### config.mk
export PLATFORM = sky130hd
export DESIGN_NAME = rgba_to_tiff_sample_packer_top_flat
export DESIGN_NICKNAME = d
export VERILOG_FILES = /design/src/rtl/rtsp_pkg.sv /design/src/rtl/rtsp_stream_if.sv /design/src/rtl/rtsp_cfg_regs.sv /design/src/rtl/rtsp_in_stage.sv /design/src/rtl/rtsp_pack.sv /design/src/rtl/rgba_to_tiff_sample_packer_top.sv /design/src/flat_wrapper.sv
export VERILOG_INCLUDE_DIRS = /design/src /design/src/rtl
export SDC_FILE = /design/constraint.sdc
export NUM_CORES = 1
export LEC_CHECK = 0
export ABC_AREA = 1
export BUFFER_PORTS_ARGS = -buffer_cell sky130_fd_sc_hd__buf_2
export CAP_MARGIN = 20
export CORE_ASPECT_RATIO = 1.25
export CORE_UTILIZATION = 55
export CTS_BUF_LIST = sky130_fd_sc_hd__clkbuf_16
export DETAILED_ROUTE_END_ITERATION = 10
export PLACE_DENSITY = 0.75
export SKIP_CTS_REPAIR_TIMING = 1
export SYNTH_ARGS = -nofsm -noshare
export SYNTH_HDL_FRONTEND = slang
export SYNTH_SLANG_ARGS = --single-unit
### constraint.sdc
create_clock -name clk -period 8.4 [get_ports clk]
set_clock_uncertainty 0.15 [all_clocks]
set_input_delay 2.1 -clock clk [delete_from_list [all_inputs] [get_ports clk]]
set_output_delay 2.1 -clock clk [all_outputs]
set_load 0.02 [all_outputs]
### src/rtl/rgba_to_tiff_sample_packer_top_defines.svh
// Assertion macros shared by the RTL that carries checks.
`ifndef RGBA_TO_TIFF_SAMPLE_PACKER_TOP_DEFINES_SVH
`define RGBA_TO_TIFF_SAMPLE_PACKER_TOP_DEFINES_SVH

// Check on every clock edge outside reset.
`define RTSP_ASSERT(lbl, prop, msg) \
    lbl: assert property (@(posedge clk) disable iff (!rst_n) prop) else $error(msg);

// Check on every clock edge, reset included.
`define RTSP_ASSERT_ALWAYS(lbl, prop, msg) \
    lbl: assert property (@(posedge clk) prop) else $error(msg);

`endif

### src/rtl/rtsp_pkg.sv
`default_nettype none

package rtsp_pkg;

    localparam int MODE_W    = 3;
    localparam int WIDTH_W   = 13;
    localparam int CFG_IDX_W = 1;
    localparam int CFG_DAT_W = 13;
    localparam int LUMA_W    = 18;

    typedef enum logic [MODE_W-1:0] {
        MODE_RGBA     = 3'd0,
        MODE_RGB      = 3'd1,
        MODE_GRAY8    = 3'd2,
        MODE_GRAY1    = 3'd3,
        MODE_PALETTE8 = 3'd4,
        MODE_PALETTE4 = 3'd5
    } mode_t;

    localparam logic [CFG_IDX_W-1:0] REG_PIXEL_MODE  = 1'd0;
    localparam logic [CFG_IDX_W-1:0] REG_IMAGE_WIDTH = 1'd1;

    localparam logic [WIDTH_W-1:0] IMAGE_WIDTH_RESET = 13'd1;

    // Luma weights; luma/1000 >= 128 is tested as weighted sum >= 128000
    localparam logic [LUMA_W-1:0] LUMA_R         = 18'd299;
    localparam logic [LUMA_W-1:0] LUMA_G         = 18'd587;
    localparam logic [LUMA_W-1:0] LUMA_B         = 18'd114;
    localparam logic [LUMA_W-1:0] LUMA_THRESHOLD = 18'(128 * 1000);

    localparam logic [7:0] GRAY1_MSB    = 8'h80;
    localparam logic [7:0] NIBBLE_MASK  = 8'h0F;

    localparam logic [2:0] COUNT_ONE   = 3'd1;
    localparam logic [2:0] COUNT_THREE = 3'd3;
    localparam logic [2:0] COUNT_FOUR  = 3'd4;

    typedef struct packed {
        logic [7:0] red;
        logic [7:0] green;
        logic [7:0] blue;
        logic [7:0] alpha;
    } pixel_t;

    typedef struct packed {
        logic [7:0] byte0;
        logic [7:0] byte1;
        logic [7:0] byte2;
        logic [7:0] byte3;
        logic [2:0] byte_count;
        logic       row_end;
        logic       gray_mismatch;
    } result_t;

    typedef struct packed {
        logic [MODE_W-1:0]  pixel_mode;
        logic [WIDTH_W-1:0] image_width;
    } cfg_t;

endpackage

`default_nettype wire

### src/rtl/rtsp_stream_if.sv
`default_nettype none

interface rtsp_stream_if #(
    parameter type payload_t = logic
);
    logic     valid;
    logic     ready;
    payload_t data;

    modport source (output valid, output data, input ready);
    modport sink   (input valid, input data, output ready);
endinterface

`default_nettype wire

### src/rtl/rtsp_cfg_regs.sv
`default_nettype none

module rtsp_cfg_regs (
    input  wire logic                            clk,
    input  wire logic                            rst_n,
    input  wire logic                            cfg_write,
    input  wire logic [rtsp_pkg::CFG_IDX_W-1:0]  cfg_index,
    input  wire logic [rtsp_pkg::CFG_DAT_W-1:0]  cfg_data,
    output rtsp_pkg::cfg_t                       cfg
);

    rtsp_pkg::cfg_t cfg_reg;
    rtsp_pkg::cfg_t cfg_next;

    always_comb
    begin
        cfg_next = cfg_reg;
        if (cfg_write)
        begin
            case (cfg_index)
                rtsp_pkg::REG_PIXEL_MODE:
                    cfg_next.pixel_mode = cfg_data[rtsp_pkg::MODE_W-1:0];
                rtsp_pkg::REG_IMAGE_WIDTH:
                    cfg_next.image_width = cfg_data[rtsp_pkg::WIDTH_W-1:0];
                default:
                    cfg_next = cfg_reg;
            endcase
        end
    end

    always_ff @(posedge clk or negedge rst_n)
    begin
        if (!rst_n)
        begin
            cfg_reg.pixel_mode  <= rtsp_pkg::MODE_RGBA;
            cfg_reg.image_width <= rtsp_pkg::IMAGE_WIDTH_RESET;
        end
        else
        begin
            cfg_reg <= cfg_next;
        end
    end

    assign cfg = cfg_reg;

endmodule

`default_nettype wire

### src/rtl/rtsp_in_stage.sv
`default_nettype none

module rtsp_in_stage (
    input  wire logic     clk,
    input  wire logic     rst_n,
    rtsp_stream_if.sink   pixel,
    rtsp_stream_if.source staged
);

    logic                 valid_reg;
    logic                 valid_next;
    rtsp_pkg::pixel_t     data_reg;
    logic                 take;

    // Accept when empty or when the held pixel moves on this cycle
    assign pixel.ready = !valid_reg || staged.ready;
    assign take        = pixel.valid && pixel.ready;

    always_comb
    begin
        valid_next = valid_reg;
        if (pixel.ready)
        begin
            valid_next = pixel.valid;
        end
    end

    always_ff @(posedge clk or negedge rst_n)
    begin
        if (!rst_n)
        begin
            valid_reg <= 1'b0;
        end
        else
        begin
            valid_reg <= valid_next;
        end
    end

    always_ff @(posedge clk)
    begin
        if (take)
        begin
            data_reg <= pixel.data;
        end
    end

    assign staged.valid = valid_reg;
    assign staged.data  = data_reg;

endmodule

`default_nettype wire

### src/rtl/rtsp_pack.sv
`default_nettype none

module rtsp_pack #(
    parameter int MAX_WIDTH = 4096
) (
    input  wire logic     clk,
    input  wire logic     rst_n,
    input  wire rtsp_pkg::cfg_t cfg,
    rtsp_stream_if.sink   staged,
    rtsp_stream_if.source result
);

    localparam int COL_W  = (MAX_WIDTH > 1) ? $clog2(MAX_WIDTH) : 1;
    localparam int MAXW_W = $clog2(MAX_WIDTH + 1);
    localparam int CMP_A  = (COL_W + 1 > rtsp_pkg::WIDTH_W) ? COL_W + 1 : rtsp_pkg::WIDTH_W;
    localparam int CMP_W  = (CMP_A > MAXW_W) ? CMP_A : MAXW_W;

    logic [COL_W-1:0]            column_reg;
    logic [COL_W-1:0]            column_next;
    logic [7:0]                  pack_byte_reg;
    logic [7:0]                  pack_byte_next;
    logic                        out_valid_reg;
    logic                        out_valid_next;
    rtsp_pkg::result_t           result_reg;
    rtsp_pkg::result_t           result_next;

    logic                        take;
    logic                        emit;
    logic                        last;
    logic [CMP_W-1:0]            width_ext;
    logic [CMP_W-1:0]            eff_width;
    logic [2:0]                  slot;
    logic [rtsp_pkg::LUMA_W-1:0] luma_sum;
    logic                        luma_high;
    logic [7:0]                  base_byte;
    rtsp_pkg::pixel_t            px;

    assign px           = staged.data;
    assign staged.ready = !out_valid_reg || result.ready;
    assign take         = staged.valid && staged.ready;

    // Row end: clamp width to 1..MAX_WIDTH, then test column + 1
    always_comb
    begin
        width_ext = CMP_W'(cfg.image_width);
        if (width_ext == '0)
        begin
            eff_width = CMP_W'(1);
        end
        else if (width_ext > CMP_W'(MAX_WIDTH))
        begin
            eff_width = CMP_W'(MAX_WIDTH);
        end
        else
        begin
            eff_width = width_ext;
        end
    end

    assign last = (CMP_W'(column_reg) + CMP_W'(1)) >= eff_width;
    assign slot = 3'(column_reg);

    assign luma_sum  = {10'd0, px.red}   * rtsp_pkg::LUMA_R
                     + {10'd0, px.green} * rtsp_pkg::LUMA_G
                     + {10'd0, px.blue}  * rtsp_pkg::LUMA_B;
    assign luma_high = luma_sum >= rtsp_pkg::LUMA_THRESHOLD;

    always_comb
    begin
        emit           = 1'b1;
        pack_byte_next = pack_byte_reg;
        column_next    = last ? '0 : column_reg + COL_W'(1);
        base_byte      = 8'd0;
        result_next    = '0;
        result_next.row_end = last;

        case (cfg.pixel_mode)
            rtsp_pkg::MODE_RGBA:
            begin
                result_next.byte0      = px.red;
                result_next.byte1      = px.green;
                result_next.byte2      = px.blue;
                result_next.byte3      = px.alpha;
                result_next.byte_count = rtsp_pkg::COUNT_FOUR;
            end
            rtsp_pkg::MODE_RGB:
            begin
                result_next.byte0      = px.red;
                result_next.byte1      = px.green;
                result_next.byte2      = px.blue;
                result_next.byte_count = rtsp_pkg::COUNT_THREE;
            end
            rtsp_pkg::MODE_GRAY8:
            begin
                result_next.byte0         = px.red;
                result_next.byte_count    = rtsp_pkg::COUNT_ONE;
                result_next.gray_mismatch = (px.red != px.green) || (px.green != px.blue);
            end
            rtsp_pkg::MODE_GRAY1:
            begin
                // Start fresh on bit 7, fill MSB first
                base_byte = (slot == 3'd0) ? 8'd0 : pack_byte_reg;
                if (luma_high)
                begin
                    base_byte = base_byte | (rtsp_pkg::GRAY1_MSB >> slot);
                end
                result_next.byte0      = base_byte;
                result_next.byte_count = rtsp_pkg::COUNT_ONE;
                emit                   = (slot == 3'd7) || last;
                pack_byte_next         = emit ? 8'd0 : base_byte;
            end
            rtsp_pkg::MODE_PALETTE8:
            begin
                result_next.byte0      = px.red;
                result_next.byte_count = rtsp_pkg::COUNT_ONE;
            end
            rtsp_pkg::MODE_PALETTE4:
            begin
                if (!column_reg[0])
                begin
                    base_byte = {px.red[3:0], 4'd0};
                end
                else
                begin
                    base_byte = pack_byte_reg | (px.red & rtsp_pkg::NIBBLE_MASK);
                end
                result_next.byte0      = base_byte;
                result_next.byte_count = rtsp_pkg::COUNT_ONE;
                emit                   = column_reg[0] || last;
                pack_byte_next         = emit ? 8'd0 : base_byte;
            end
            default:
            begin
                // Unused mode codes: drop the pixel, hold the state
                emit        = 1'b0;
                column_next = column_reg;
            end
        endcase
    end

    always_comb
    begin
        out_valid_next = out_valid_reg;
        if (staged.ready)
        begin
            out_valid_next = take && emit;
        end
    end

    always_ff @(posedge clk or negedge rst_n)
    begin
        if (!rst_n)
        begin
            column_reg    <= '0;
            pack_byte_reg <= 8'd0;
            out_valid_reg <= 1'b0;
        end
        else
        begin
            out_valid_reg <= out_valid_next;
            if (take)
            begin
                column_reg    <= column_next;
                pack_byte_reg <= pack_byte_next;
            end
        end
    end

    always_ff @(posedge clk)
    begin
        if (take && emit)
        begin
            result_reg <= result_next;
        end
    end

    assign result.valid = out_valid_reg;
    assign result.data  = result_reg;

endmodule

`default_nettype wire

### src/rtl/rgba_to_tiff_sample_packer_top.sv
`default_nettype none
`include "rgba_to_tiff_sample_packer_top_defines.svh"

// RGBA pixel packer. Takes one RGBA8 pixel per clock in raster order and
// returns up to four output bytes per result in the selected format: RGBA,
// RGB, gray8 (with a flag when red, green and blue differ), gray1 by luma
// threshold, palette8 or palette4. A pixel is held in an input register and
// then packed into the result register, which offers its result; one pixel
// is taken every clock as long as results are taken, and a held result
// stalls the input once both registers are full. Gray1 yields a result every
// eighth pixel and palette4 every second pixel, with a zero-padded partial
// byte at row end.
// pixel_mode and image_width are written through the cfg port while the
// block is idle; writes do not reset the column or the partial byte.
module rgba_to_tiff_sample_packer_top #(
    parameter int MAX_WIDTH = 4096
) (
    input  wire logic                            clk,
    input  wire logic                            rst_n,
    input  wire logic                            cfg_write,
    input  wire logic [rtsp_pkg::CFG_IDX_W-1:0]  cfg_index,
    input  wire logic [rtsp_pkg::CFG_DAT_W-1:0]  cfg_data,
    rtsp_stream_if.sink                          pixel,
    rtsp_stream_if.source                        result
);

    rtsp_pkg::cfg_t cfg;

    rtsp_stream_if #(.payload_t(rtsp_pkg::pixel_t)) staged ();

    rtsp_cfg_regs u_cfg_regs (
        .clk       (clk),
        .rst_n     (rst_n),
        .cfg_write (cfg_write),
        .cfg_index (cfg_index),
        .cfg_data  (cfg_data),
        .cfg       (cfg)
    );

    rtsp_in_stage u_in_stage (
        .clk    (clk),
        .rst_n  (rst_n),
        .pixel  (pixel),
        .staged (staged)
    );

    rtsp_pack #(
        .MAX_WIDTH (MAX_WIDTH)
    ) u_pack (
        .clk    (clk),
        .rst_n  (rst_n),
        .cfg    (cfg),
        .staged (staged),
        .result (result)
    );

    `RTSP_ASSERT(a_result_from_pixel, $rose(result.valid) |-> $past(staged.valid && staged.ready), "result without a packed pixel")
    `RTSP_ASSERT(a_stall_means_full, !pixel.ready |-> (staged.valid && result.valid && !result.ready), "input stalled while a stage is free")
    `RTSP_ASSERT(a_mismatch_single, (result.valid && result.data.gray_mismatch) |-> (result.data.byte_count == rtsp_pkg::COUNT_ONE), "gray mismatch on a multi-byte result")
    `RTSP_ASSERT_ALWAYS(a_reset_empty, !rst_n |=> !result.valid, "result valid straight after reset")

endmodule

`default_nettype wire

### src/flat_wrapper.sv
// flat-port wrapper written by rule: the top's interface ports become plain ports
module rgba_to_tiff_sample_packer_top_flat 
#(
    parameter int MAX_WIDTH = 4096
)
  (clk, rst_n, cfg_write, cfg_index, cfg_data, pixel_valid, pixel_data, pixel_ready, result_valid, result_data, result_ready);
  rtsp_stream_if #(.payload_t(rtsp_pkg::pixel_t)) pixel_i ();
  rtsp_stream_if #(.payload_t(rtsp_pkg::result_t)) result_i ();
  input  wire logic clk;
  input  wire logic rst_n;
  input  wire logic cfg_write;
  input  wire logic [rtsp_pkg::CFG_IDX_W-1:0] cfg_index;
  input  wire logic [rtsp_pkg::CFG_DAT_W-1:0] cfg_data;
  input wire logic [$bits(pixel_i.valid)-1:0] pixel_valid;
  input wire logic [$bits(pixel_i.data)-1:0] pixel_data;
  output wire logic [$bits(pixel_i.ready)-1:0] pixel_ready;
  output wire logic [$bits(result_i.valid)-1:0] result_valid;
  output wire logic [$bits(result_i.data)-1:0] result_data;
  input wire logic [$bits(result_i.ready)-1:0] result_ready;
  assign pixel_i.valid = pixel_valid;
  assign pixel_i.data = pixel_data;
  assign pixel_ready = pixel_i.ready;
  assign result_valid = result_i.valid;
  assign result_data = result_i.data;
  assign result_i.ready = result_ready;
  rgba_to_tiff_sample_packer_top #(.MAX_WIDTH(MAX_WIDTH)) u_core (.clk(clk), .rst_n(rst_n), .cfg_write(cfg_write), .cfg_index(cfg_index), .cfg_data(cfg_data), .pixel(pixel_i), .result(result_i));
endmodule
# ---- Word-level counts from Yosys, hierarchy flattened
# Index checks and enable logic that the tools add are counted.
dict set report word_totals {
  reg_bits 107
  inputBits 51
  output_inout_bits 39
  elab_cells 73
}
dict set report classes {
  n_addsub 4
  mul 3
  order_cmp 3
  n_eq_ne 8
  shift 1
  muxes 12
  bitwise_logic 3
  n_reduce_logical 22
}
# operator count
set ops {}
lappend ops {{8-bit 2-to-1 mux} 5}
lappend ops {{13-bit 2-to-1 mux} 2}
lappend ops {{8-bit one-hot mux with 3 select lines} 1}
lappend ops {{17-bit by 18-bit adder with 18-bit output} 1}
lappend ops {{18-bit by 15-bit adder with 18-bit output} 1}
lappend ops {{18-bit by 17-bit greater-or-equal comparator with 1-bit output, second input constant} 1}
lappend ops {{8-bit by 10-bit multiplier with 18-bit output, second input constant} 1}
lappend ops {{8-bit by 9-bit multiplier with 17-bit output, second input constant} 1}
lappend ops {{8-bit != test} 2}
lappend ops {{8-bit one-hot mux with 2 select lines} 1}
lappend ops {{8-bit by 6-bit multiplier with 14-bit output, second input constant} 1}
lappend ops {{12-bit by 1-bit adder with 13-bit output, second input constant} 1}
lappend ops {{13-bit greater-or-equal comparator} 1}
lappend ops {{13-bit > comparator, second input constant} 1}
lappend ops {{13-bit zero test} 1}
lappend ops {{12-bit by 1-bit adder with 12-bit output, second input constant} 1}
lappend ops {{12-bit 2-to-1 mux} 1}
lappend ops {{3-bit == test, second input constant} 3}
lappend ops {{3-bit one-hot mux with 3 select lines} 1}
lappend ops {{8-bit by 4-bit OR with 8-bit output} 1}
lappend ops {{8-bit OR} 1}
lappend ops {{2-bit AND reduction} 4}
lappend ops {{4-bit OR reduction} 2}
lappend ops {{8-bit by 3-bit right shift with 8-bit output, first input constant} 1}
lappend ops {{other kinds (11)} 20}

# ---- Logic depth before layout (Yosys ltp)
# Gate-level depths: netlist of run 1.
dict set report logic_depth {
  ltp_word 7
  mapped_depth 36
  depth_no_buf 36
}

# ---- By module
# A second synthesis of run 1 with hierarchy kept.
dict set report unflattened {
  hier_cells 1010
  area_unflattened_um2 9092.5
}
# mod n_inst cells_each area_per_inst_um2 seq_area_each_um2
set by_module_without_submodules {}
lappend by_module_without_submodules {rtsp_pack 1 901 7439.6 1636.6}
lappend by_module_without_submodules {rtsp_in_stage 1 38 1006.0 985.9}
lappend by_module_without_submodules {rtsp_cfg_regs 1 71 646.9 401.6}

# ---- Worst setup path before layout of run 1
# No wires, ideal clock.
dict set report synth_path {
  kind {reg-to-reg}
  startpoint {reg u_core.u_in_stage.data_reg, in the netlist u_core.u_in_stage.staged.data[8]}
  endpoint {reg u_core.u_pack.result_reg, in the netlist u_core.u_pack.result.data[29], data pin}
  setup_ns 0.259
  arrival_time_ns 5.817
  required_ns 7.991
  setup_slack_ns 2.174
  path_stages_with_launch 32
  n_path_buf 0
  synth_period_minus_slack_ns 6.226
  cell_sequence {edfxtp_1 -> fa_1 -> inv_1 -> fa_1 -> inv_1 -> ha_1 -> ha_1 -> inv_1 -> fa_1 -> o21ai_0 -> a21oi_1 -> o21ai_0 -> xnor2_1 -> inv_1 -> ha_1 -> inv_1 -> fa_1 -> fa_1 -> inv_1 -> ha_1 -> nand2_1 -> inv_1 -> a21oi_1 -> nand3_1 -> nand2_1 -> nand3_1 -> nand2_1 -> nand2_1 -> inv_2 -> nand2_4 -> a21oi_1 -> o21bai_1}
}
# item line_no
set synth_lines {}
lappend synth_lines {{from (decl)} rtsp_in_stage.sv:12} ;# rtsp_pkg::pixel_t data_reg;
lappend synth_lines {{from (signal assigned)} rtsp_in_stage.sv:44} ;# data_reg <= pixel.data;
lappend synth_lines {{to (signal assigned)} rtsp_pack.sv:173} ;# result_reg <= result_next;
lappend synth_lines {{to (decl)} rtsp_pack.sv:24} ;# rtsp_pkg::result_t result_reg;

==> results of run 1 <==
==> cell type report <==
class | count | area, um2
flip-flops and latches | 107 | 3020
clock inverters | 7 | 86.3
clock buffers | 9 | 225
repair buffers | 92 | 468
fillers | 1378 | 6030
well taps | 216 | 270
inverters | 263 | 987
multi-input cells | 619 | 5040
==> layer usage <==
| layer | wire length [um] | up-vias |
|---|---|---|
| li1 | - | 3310 |
| met1 | 7660 | 3174 |
| met2 | 10200 | 179 |
| met3 | 1040 | 52 |
| met4 | 861 | 0 |
| met5 | 0 | - |
==> worst min-delay path by stage <==
stage,slack [ps],to,cells after the start
after global placement,310,u_core.u_pack.pack_byte_reg[1],2
final,330,u_core.u_pack.pack_byte_reg[1],2
after detailed placement,320,u_core.u_pack.pack_byte_reg[1],2
after CTS,340,u_core.u_pack.pack_byte_reg[2],2
after global routing,380,u_core.u_pack.pack_byte_reg[1],2
after floorplan,300,u_core.u_pack.pack_byte_reg[1],2
==> critical path, delay by kind of cell, from the launching register on <==
| family | cells | cell delay [ps] |
|---|---|---|
| and+or+nand+nor | 11 | 930 |
| xor gates and xnor gates | 1 | 160 |
| adders and majority gates | 9 | 3480 |
| buffers and inverters | 8 | 410 |
| DFF | 1 | 500 |
| AOI/OAI and AO/OA | 4 | 910 |
==> logic make-up (layout without fill, tap and decap cells) <==
| group | after synthesis | after routing | synth area share (%) |
|---|---|---|---|
| adder cells (fa/ha/maj) | 194 | 194 | 32.7 |
| AO/OA/AOI/OAI | 84 | 84 | 5.16 |
| multiplexers | 9 | 9 | 1.12 |
| XOR/XNOR | 17 | 17 | 1.64 |
| buffers and inverters | 268 | 371 | 11.1 |
| AND/OR/NAND/NOR | 315 | 315 | 14.9 |
| flip-flops | 107 | 107 | 33.3 |
==> cells in the mapped netlist, types with 3 or more instances <==
cell | instances | area share [%]
a21oi_1 | 32 | 1.8
clkbuf_1 | 4 | 0.17
dfrtp_1 | 37 | 10
edfxtp_1 | 69 | 23
fa_1 | 72 | 16
ha_1 | 122 | 17
inv_1 | 260 | 11
inv_2 | 3 | 0.12
mux2_2 | 9 | 1.1
nand2_1 | 171 | 7.1
nand3_1 | 42 | 2.3
nand3b_1 | 3 | 0.25
nand4_1 | 11 | 0.76
nor2_1 | 70 | 2.9
nor3_1 | 3 | 0.17
nor4_1 | 4 | 0.28
o211ai_1 | 3 | 0.25
o21ai_0 | 28 | 1.5
o21ai_1 | 3 | 0.17
o22ai_1 | 9 | 0.62
xnor2_1 | 6 | 0.58
xor2_1 | 11 | 1.1
==> metrics by stage <==
| stage | cell area, um2 | hold slack, ps | std cells |
|---|---|---|---|
| 4_1_cts | 10100 | 337 | 1313 |
| 6_report | 10100 | 333 | 1313 |
| 2_1_floorplan | 9070 | 299 | 994 |
| 5_1_grt | 10100 | 375 | 1313 |
| 3_5_place_dp | 9790 | 317 | 1297 |
| 3_3_place_gp | 9790 | 313 | 1297 |
==> out/metrics.yaml, run 1 <==
status: "finished, final reports clean"
max_freq_mhz: 147
syn_inst: 994
r2r_start: "u_core.u_in_stage.staged.data[8]"
port_buffers: 89
place.gp.congestion: 0.895
io-pin-count: 90
detailed_place_hpwl_mm: 16.2
yosys_warnings: 0
cp.arrival_ps: 6760
hold_path_class: "register to register"
via_per_inst: 5.11
startpoint_type: "register"
syn_nets: 1239
insertion_delay_ps: 360
dieArea_um2: 17000
r2r_cells: 33
via_count: 6715
cts_max_path_buffers: 2
fin_setup_tns_ps: 0
crit_path_end_kind: "register"
crit_slowest_cell: "fa_1"
rsz0062_at_grt: "false"
syn_area_per_cell_um2: 9.13
grt_usage_pct: 24.7
clkTransAtPathRegs_ps: 80
htreeDepth: 3
drt_iter0_drc: 294
final_cell_mix: "inv_1 (260), nand2_1 (171), ha_1 (122), buf_2 (89), fa_1 (72)"
synth_async_sr_flop_share_pct: 35.5
place_ws_ps: 1710
crit_type: "register to register"
min_from: "u_core.u_pack.pack_byte_reg[1]"
gr-total-overflow: 0
drc_errors: 0
yosysSeqAreaShare_pct: 33.3
synth-edff-count: 69
grt_pass1_wl_mm: 31.6
dr.pass1.iters: 5
core_um2: 16100
timing.slew.headroom_pct: 41.0
largest_register_ffs: 37
worst_pin_slew_ps: 885
drive_gt1_share_pct: 12.1
period_needed_ps: 6790
ys_ff_latch: 107
netlist_area_um2: 9070
yosys_most_used_dff: "edfxtp_1"
drv_slew: 0
syn2layout_area_growth_pct: 11.3
grtUsageMet1_pct: 28.1
setup.worst_path.end: "u_core.u_pack.result.data[34]"
ant_nets: 0
finalNetCount: 1337
cts_tree: "built"
setup_viol: 0
use_met3_pct: 4.96
r2r-end: "u_core.u_pack.result.data[34]"
setup_ws_ps: 1610
regToRegSetupSlack_ps: 1610
antenna_cells: 0
max_stage_delay_ps: 570
std_cell_rows: 52
post-route-util_pct: 62.6
antenna_found_initial: 0
cts_buffers: 9
critical_path_required_ps: 8360
grt_max_degree: 39
grt.busiest_layer: "met2"
floorplan.initialDensity_pct: 56.2
crit_start: "u_core.u_in_stage.staged.data[8]"
cts.sinks: 107
die_h_um: 146
hold_violations: 0
cp_max_fo: 7
grt_pass1_vias: 6662
wl_per_cell_um: 15.1
ys_types: 39
grtUsageMet2_pct: 43.5
fp.dieW_um: 117
maxCapViolations: 0
cts_root_buf: "clkbuf_16"
fin_crit_sh_pct: 80.9
drt_wl_total_mm: 19.8
final_common_cell: "inv_1"
Power of run 1 is not shown: default switching activity piles up to over one toggle a cycle in this logic, so the estimate is an artifact.
==> run 2, diff against run 1 <==
ABC_AREA = 0   (was 1)
PLACE_DENSITY = 0.78   (was 0.75)
clock period = 6.1 ns   (was 8.4 ns; I/O delays follow)
==> run 2 against run 1 <==
Against the previous run: the flow now finishes with violations (negative setup slack); setup slack got worse by 2100 ps; count of clock-buffer cells in the layout unchanged; worst hold slack improved by 9.5 ps; design area grew 3.1%; non-clock buffer count up 53; final cell count down 12%; synthesized area down 4.0%; sequential cell count did not move; fmax up 2.6%; global-route usage grew 0.59 points; critical path type unchanged.
==> out/metrics.yaml, run 2 <==
status: "finished, violations left"
violations: "negative setup slack"
htreeDepth: 3  # unchanged
synth.area.top_cells: "edfxtp_1 (24%), ha_1 (18%), fa_1 (17%)"
rsz0062_at_grt: "true"
detailed_place_hpwl_mm: 15.7  # -2.8%
syn_area_per_cell_um2: 10.8  # +19%
final_common_cell: "inv_1"
crit_buf_inv: 7  # -1
fin_crit_sh_pct: 109  # +28 points
maxCapViolations: 0  # unchanged
syn2layout_area_growth_pct: 19.6
crit_path_end_kind: "register"
final_cell_mix: "inv_1 (160), ha_1 (111), buf_2 (89), fa_1 (71), edfxtp_1 (69)"
cp_max_fo: 7  # unchanged
yosysSeqAreaShare_pct: 34.7  # +1.4 points
synth.most_common_cell: "inv_1"
critical-path-top-delay-family: "adder cells"
drt_wl_total_mm: 20.6  # +4.3%
synth-edff-count: 69  # unchanged
netlist_area_um2: 8710  # -4.0%
via_count: 6343  # -5.5%
max_freq_mhz: 151  # +2.6%
place.gp.congestion: 0.872  # -2.6%
std_cell_rows: 51  # -1.9%
holdPathEnd: "u_core.u_pack.pack_byte_reg[1]"
ys_top_cells_by_count: "inv_1 (164), ha_1 (122), fa_1 (72)"
cts_buffers: 9  # unchanged
ys_ff_latch: 107  # unchanged
io-pin-count: 90  # unchanged
r2r_cells: 28  # -15%
cts.sinks: 107  # unchanged
dieArea_um2: 16300  # -4.0%
ys_types: 57  # +46%
setup_viol: 15  # +15
port_buffers: 89  # unchanged
cp.arrival_ps: 6680  # -80 ps
fp.dieW_um: 115  # -2.0%
yosys_warnings: 0  # unchanged
syn_inst: 803  # -19%
floorplan.initialDensity_pct: 56.2  # -0.066 points
critical_path_required_ps: 6160  # -2200 ps
synth_top_cell_area_share_pct: 23.8  # +0.95 points
antenna_found_initial: 0  # unchanged
drt_iter0_drc: 426  # +45%
setup_ws_ps: -520  # -2130 ps
antenna_cells: 0  # unchanged
insertion_delay_ps: 370  # about the same
max_stage_delay_ps: 540  # -30 ps
crit_type: "register to register"
hold_path_class: "register to register"
largest_register_ffs: 37  # unchanged
crit_top_cell: "inv_1"
wl_per_cell_um: 17.8  # +18%
via_per_inst: 5.46  # +6.7%
period_needed_ps: 6620  # -173 ps
crit_slowest_cell: "fa_1"
startpoint_type: "register"
core_um2: 15500  # -3.9%
drv_slew: 0  # unchanged
clkTransAtPathRegs_ps: 80  # about the same
fin_hold_ws_ps: 342  # +9.47 ps
syn_nets: 1048  # -15%
ant_nets: 0  # unchanged
timing.slew.headroom_pct: 38.8  # -2.2 points
cts_root_buf: "clkbuf_16"
dr.pass1.iters: 6  # +1
hold_violations: 0  # unchanged
gr-total-overflow: 0  # unchanged
grt_pass1_wl_mm: 31.1  # -1.7%
cts_max_path_buffers: 2  # unchanged
hold_depth: 2  # unchanged
finalNetCount: 1190  # -11%
cts_tree: "built"
min_from: "u_core.u_pack.pack_byte_reg[1]"
r2r_start: "u_core.u_in_stage.staged.data[9]"
worst_pin_slew_ps: 914  # +29.6 ps
synth_area_leader_cell: "edfxtp_1"
grt_max_degree: 39  # unchanged
yosys_most_used_dff: "edfxtp_1"
r2r-end: "u_core.u_pack.result.data[33]"
synth_async_sr_flop_share_pct: 35.5  # unchanged
n_fill_cell: 1158  # -16%
drive_gt1_share_pct: 24.4  # +12 points
grt_usage_pct: 25.3  # +0.59 points
drc_errors: 0  # unchanged
die_h_um: 143  # -2.0%
regToRegSetupSlack_ps: -520  # -2130 ps
grt_pass1_vias: 6381  # -4.2%
-- run 2: cell type report --
type	instances	area [um2]	area share (%)
clock buffer	9	225	2.16
clock inverter	7	86.3	0.829
inverter	164	616	5.91
multi-input combinational	518	5330	51.1
sequential	107	3020	29.0
tap	212	265	2.55
timing repair buffer	145	873	8.39
-- run 2: per-layer routing --
layer  vias up  track usage [%]  wire [um]  part of all wire (%)
met5         -                0          0                     0
met4         0             9.64        661                   3.2
met3        43             4.75       1040                   5.0
met2       176             45.7      11000                    53
met1      3131             29.6       7960                    39
li1       2993                -          -                     -
-- run 2: stage by stage --
step / std cells / setup TNS [ps] / utilization [%] / setup WS [ps] / area (um2)
after floorplan: 803 / -812 / - / -122 / 8800
after global placement: 1137 / -3830 / 63.2 / -322 / 9810
after detailed placement: 1137 / -5090 / 63.2 / -432 / 9810
after CTS: 1153 / -5920 / 65.3 / -496 / 10100
after global routing: 1162 / -9410 / 67.2 / -740 / 10400
final: 1162 / -6950 / 67.2 / -520 / 10400
-- run 2: cell families (layout without fill, tap and decap cells) --
group	Yosys count	in the layout	share of synthesized area, %
flops	107	107	34.7
mux	17	17	2.20
buf+inv	179	325	7.90
xor+xnor	24	24	2.41
compound gates	120	121	9.34
fa+ha+maj	194	194	34.1
simple gates	162	162	9.35
-- run 2: worst max-delay path by stage --
stage,end,start,slack (ps),depth (start not counted)
6_report,u_core.u_pack.result.data[33],u_core.u_in_stage.staged.data[9],-520,28
4_1_cts,u_core.u_pack.pack_byte_reg[2],u_core.u_in_stage.staged.data[9],-500,26
3_5_place_dp,u_core.u_pack.pack_byte_reg[3],u_core.u_in_stage.staged.data[9],-430,26
2_1_floorplan,u_core.u_pack.result.data[35],u_core.u_in_stage.staged.data[9],-120,24
3_3_place_gp,u_core.u_pack.pack_byte_reg[2],u_core.u_in_stage.staged.data[9],-320,26
5_1_grt,u_core.u_pack.pack_byte_reg[7],u_core.u_in_stage.staged.data[9],-740,28
-- run 2: worst register-to-register path, delay by kind of cell, from the launching register on --
kind / cells / cell delay [ps]
compound gates: 7 / 1460
xor+xnor: 2 / 280
fa+ha+maj: 9 / 3230
buf+inv: 7 / 470
flops: 1 / 480
simple gates: 3 / 380
Power of run 2 is left out for the same reason.
==> run 3, diff against run 2 <==
REMOVE_ABC_BUFFERS = 1   (was default)
==> run 3 against run 2 <==
Against the previous run: the run still ends with negative setup slack left; critical path depth down 4; via count about the same; non-clock buffer count down 2; global-route usage down 0.13 points; setup slack better by 55 ps; worst hold slack better by 1.4 ps; sequential cell count unchanged; design area up 0.14%; final cell count about the same; register-to-register slack better by 60 ps; count of clock-buffer cells in the layout unchanged; die area unchanged; critical path type unchanged.
==> out/metrics.yaml, run 3 (synthesis results as in run 2) <==
fin_setup_tns_ps: -6000  # +949 ps
timing.slew.headroom_pct: 41.6  # +2.8 points
grt_pass1_vias: 6331  # -0.78%
io-pin-count: 90  # unchanged
fin_hold_ws_ps: 343  # +1.37 ps
fin_crit_sh_pct: 108  # -0.91 points
critical_path_required_ps: 6140  # -20 ps
fp.dieW_um: 115  # unchanged
dr.pass1.iters: 5  # -1
grt_pass1_wl_mm: 31.0  # about the same
crit_path_end_kind: "register"
largest_register_ffs: 37  # unchanged
crit_top_cell: "fa_1"
htreeDepth: 3  # unchanged
core_um2: 15500  # unchanged
worst_pin_slew_ps: 876  # -38.8 ps
setup_viol: 15  # unchanged
max_stage_delay_ps: 580  # +40 ps
crit_chain: "fa_1, inv_1, fa_1, inv_1, ha_1, ha_2, inv_2, fa_2, xnor2_1, ha_1, fa_1, inv_1, fa_1, fa_1, inv_1, ha_4, buf_4, nand2_1, nor2_1, a21oi_2, xnor2_2, o2111ai_4, o31a_4, o31ai_1"
std_cell_rows: 51  # unchanged
critical-path-top-delay-family: "adder cells"
port_buffers: 89  # unchanged
place.gp.congestion: 0.883  # +1.3%
insertion_delay_ps: 360  # about the same
violations: "negative setup slack"
grt_max_degree: 39  # unchanged
drive_gt1_share_pct: 25.1  # +0.68 points
rsz0062_at_grt: "true"
die_h_um: 143  # unchanged
hold_path_class: "register to register"
cts_max_path_buffers: 2  # unchanged
crit_buf_inv: 6  # -1
n_fill_cell: 1127  # -2.7%
cp_max_fo: 7  # unchanged
crit_type: "register to register"
max_freq_mhz: 152  # +0.84%
post-route-util_pct: 67.3  # +0.097 points
cts_tree: "built"
clkTransAtPathRegs_ps: 80  # about the same
wl_per_cell_um: 17.5  # -1.3%
drt_iter0_drc: 370  # -13%
detailed_place_hpwl_mm: 15.5  # -1.2%
cts_root_buf: "clkbuf_16"
crit_slowest_cell: "fa_1"
grt_usage_pct: 25.2  # -0.13 points
ant_nets: 0  # unchanged
floorplan.initialDensity_pct: 56.2  # unchanged
status: "finished, violations left"
setup_ws_ps: -465  # +55.3 ps
via_count: 6347  # +0.063%
drv_slew: 0  # unchanged
dieArea_um2: 16300  # unchanged
maxCapViolations: 0  # unchanged
final_cell_mix: "inv_1 (157), ha_1 (113), buf_2 (89), fa_1 (70), edfxtp_1 (69)"
drt_wl_total_mm: 20.4  # -1.3%
final_common_cell: "inv_1"
syn2layout_area_growth_pct: 19.8
startpoint_type: "register"
finalNetCount: 1188  # -0.17%
antenna_found_initial: 0  # unchanged
cts_buffers: 9  # unchanged
cts.sinks: 107  # unchanged
via_per_inst: 5.47  # +0.15%
gr-total-overflow: 0  # unchanged
drc_errors: 0  # unchanged
hold_violations: 0  # unchanged
period_needed_ps: 6560  # -55.3 ps
cp.arrival_ps: 6600  # -80 ps
## run 3: cell count changes in the layout (fill, tap and decap cells not counted), sizes merged
cell,delta
buf,-2
diode,+1
## run 3: final timing paths
check                                                  to  slack, ps                             start  depth (start not counted)
min                        u_core.u_pack.pack_byte_reg[0]        340    u_core.u_pack.pack_byte_reg[0]                          1
max in group asynchronous  u_core.u_pack.pack_byte_reg[7]       4130                             rst_n                          1
max reg2reg                 u_core.u_pack.result.data[30]       -460  u_core.u_in_stage.staged.data[9]                         24
min in group asynchronous  u_core.u_in_stage.staged.valid       1130                             rst_n                          1
min reg2reg                u_core.u_pack.pack_byte_reg[0]        340    u_core.u_pack.pack_byte_reg[0]                          1
max                         u_core.u_pack.result.data[30]       -460  u_core.u_in_stage.staged.data[9]                         24
## run 3: layout make-up
type                    count  area (um2)  area share [%]
multi-input cells         518        5350            51.3
well taps                 212         265            2.54
clock inverters             7        88.8           0.852
inverters                 164         616            5.90
clock buffers               9         225            2.16
flip-flops and latches    107        3020            29.0
repair buffers            143         858            8.23
diodes                      1        2.50          0.0240
## run 3: metrics by stage
step | instance area [um2] | setup slack [ps] | cells
detailed placement | 9740 | -503 | 1140
floorplan | 8640 | -300 | 788
finish | 10400 | -465 | 1161
CTS | 10000 | -521 | 1156
global placement | 9740 | -383 | 1140
global route | 10400 | -743 | 1160
## run 3: per-layer routing
metal | vias up | global-route usage (%) | wire length (um)
met4 | 0 | 12.2 | 671
li1 | 2991 | - | -
met3 | 37 | 4.07 | 812
met5 | - | 0 | 0
met1 | 3180 | 30.6 | 8160
met2 | 139 | 43.4 | 10700
Power of run 3 is left out for the same reason.
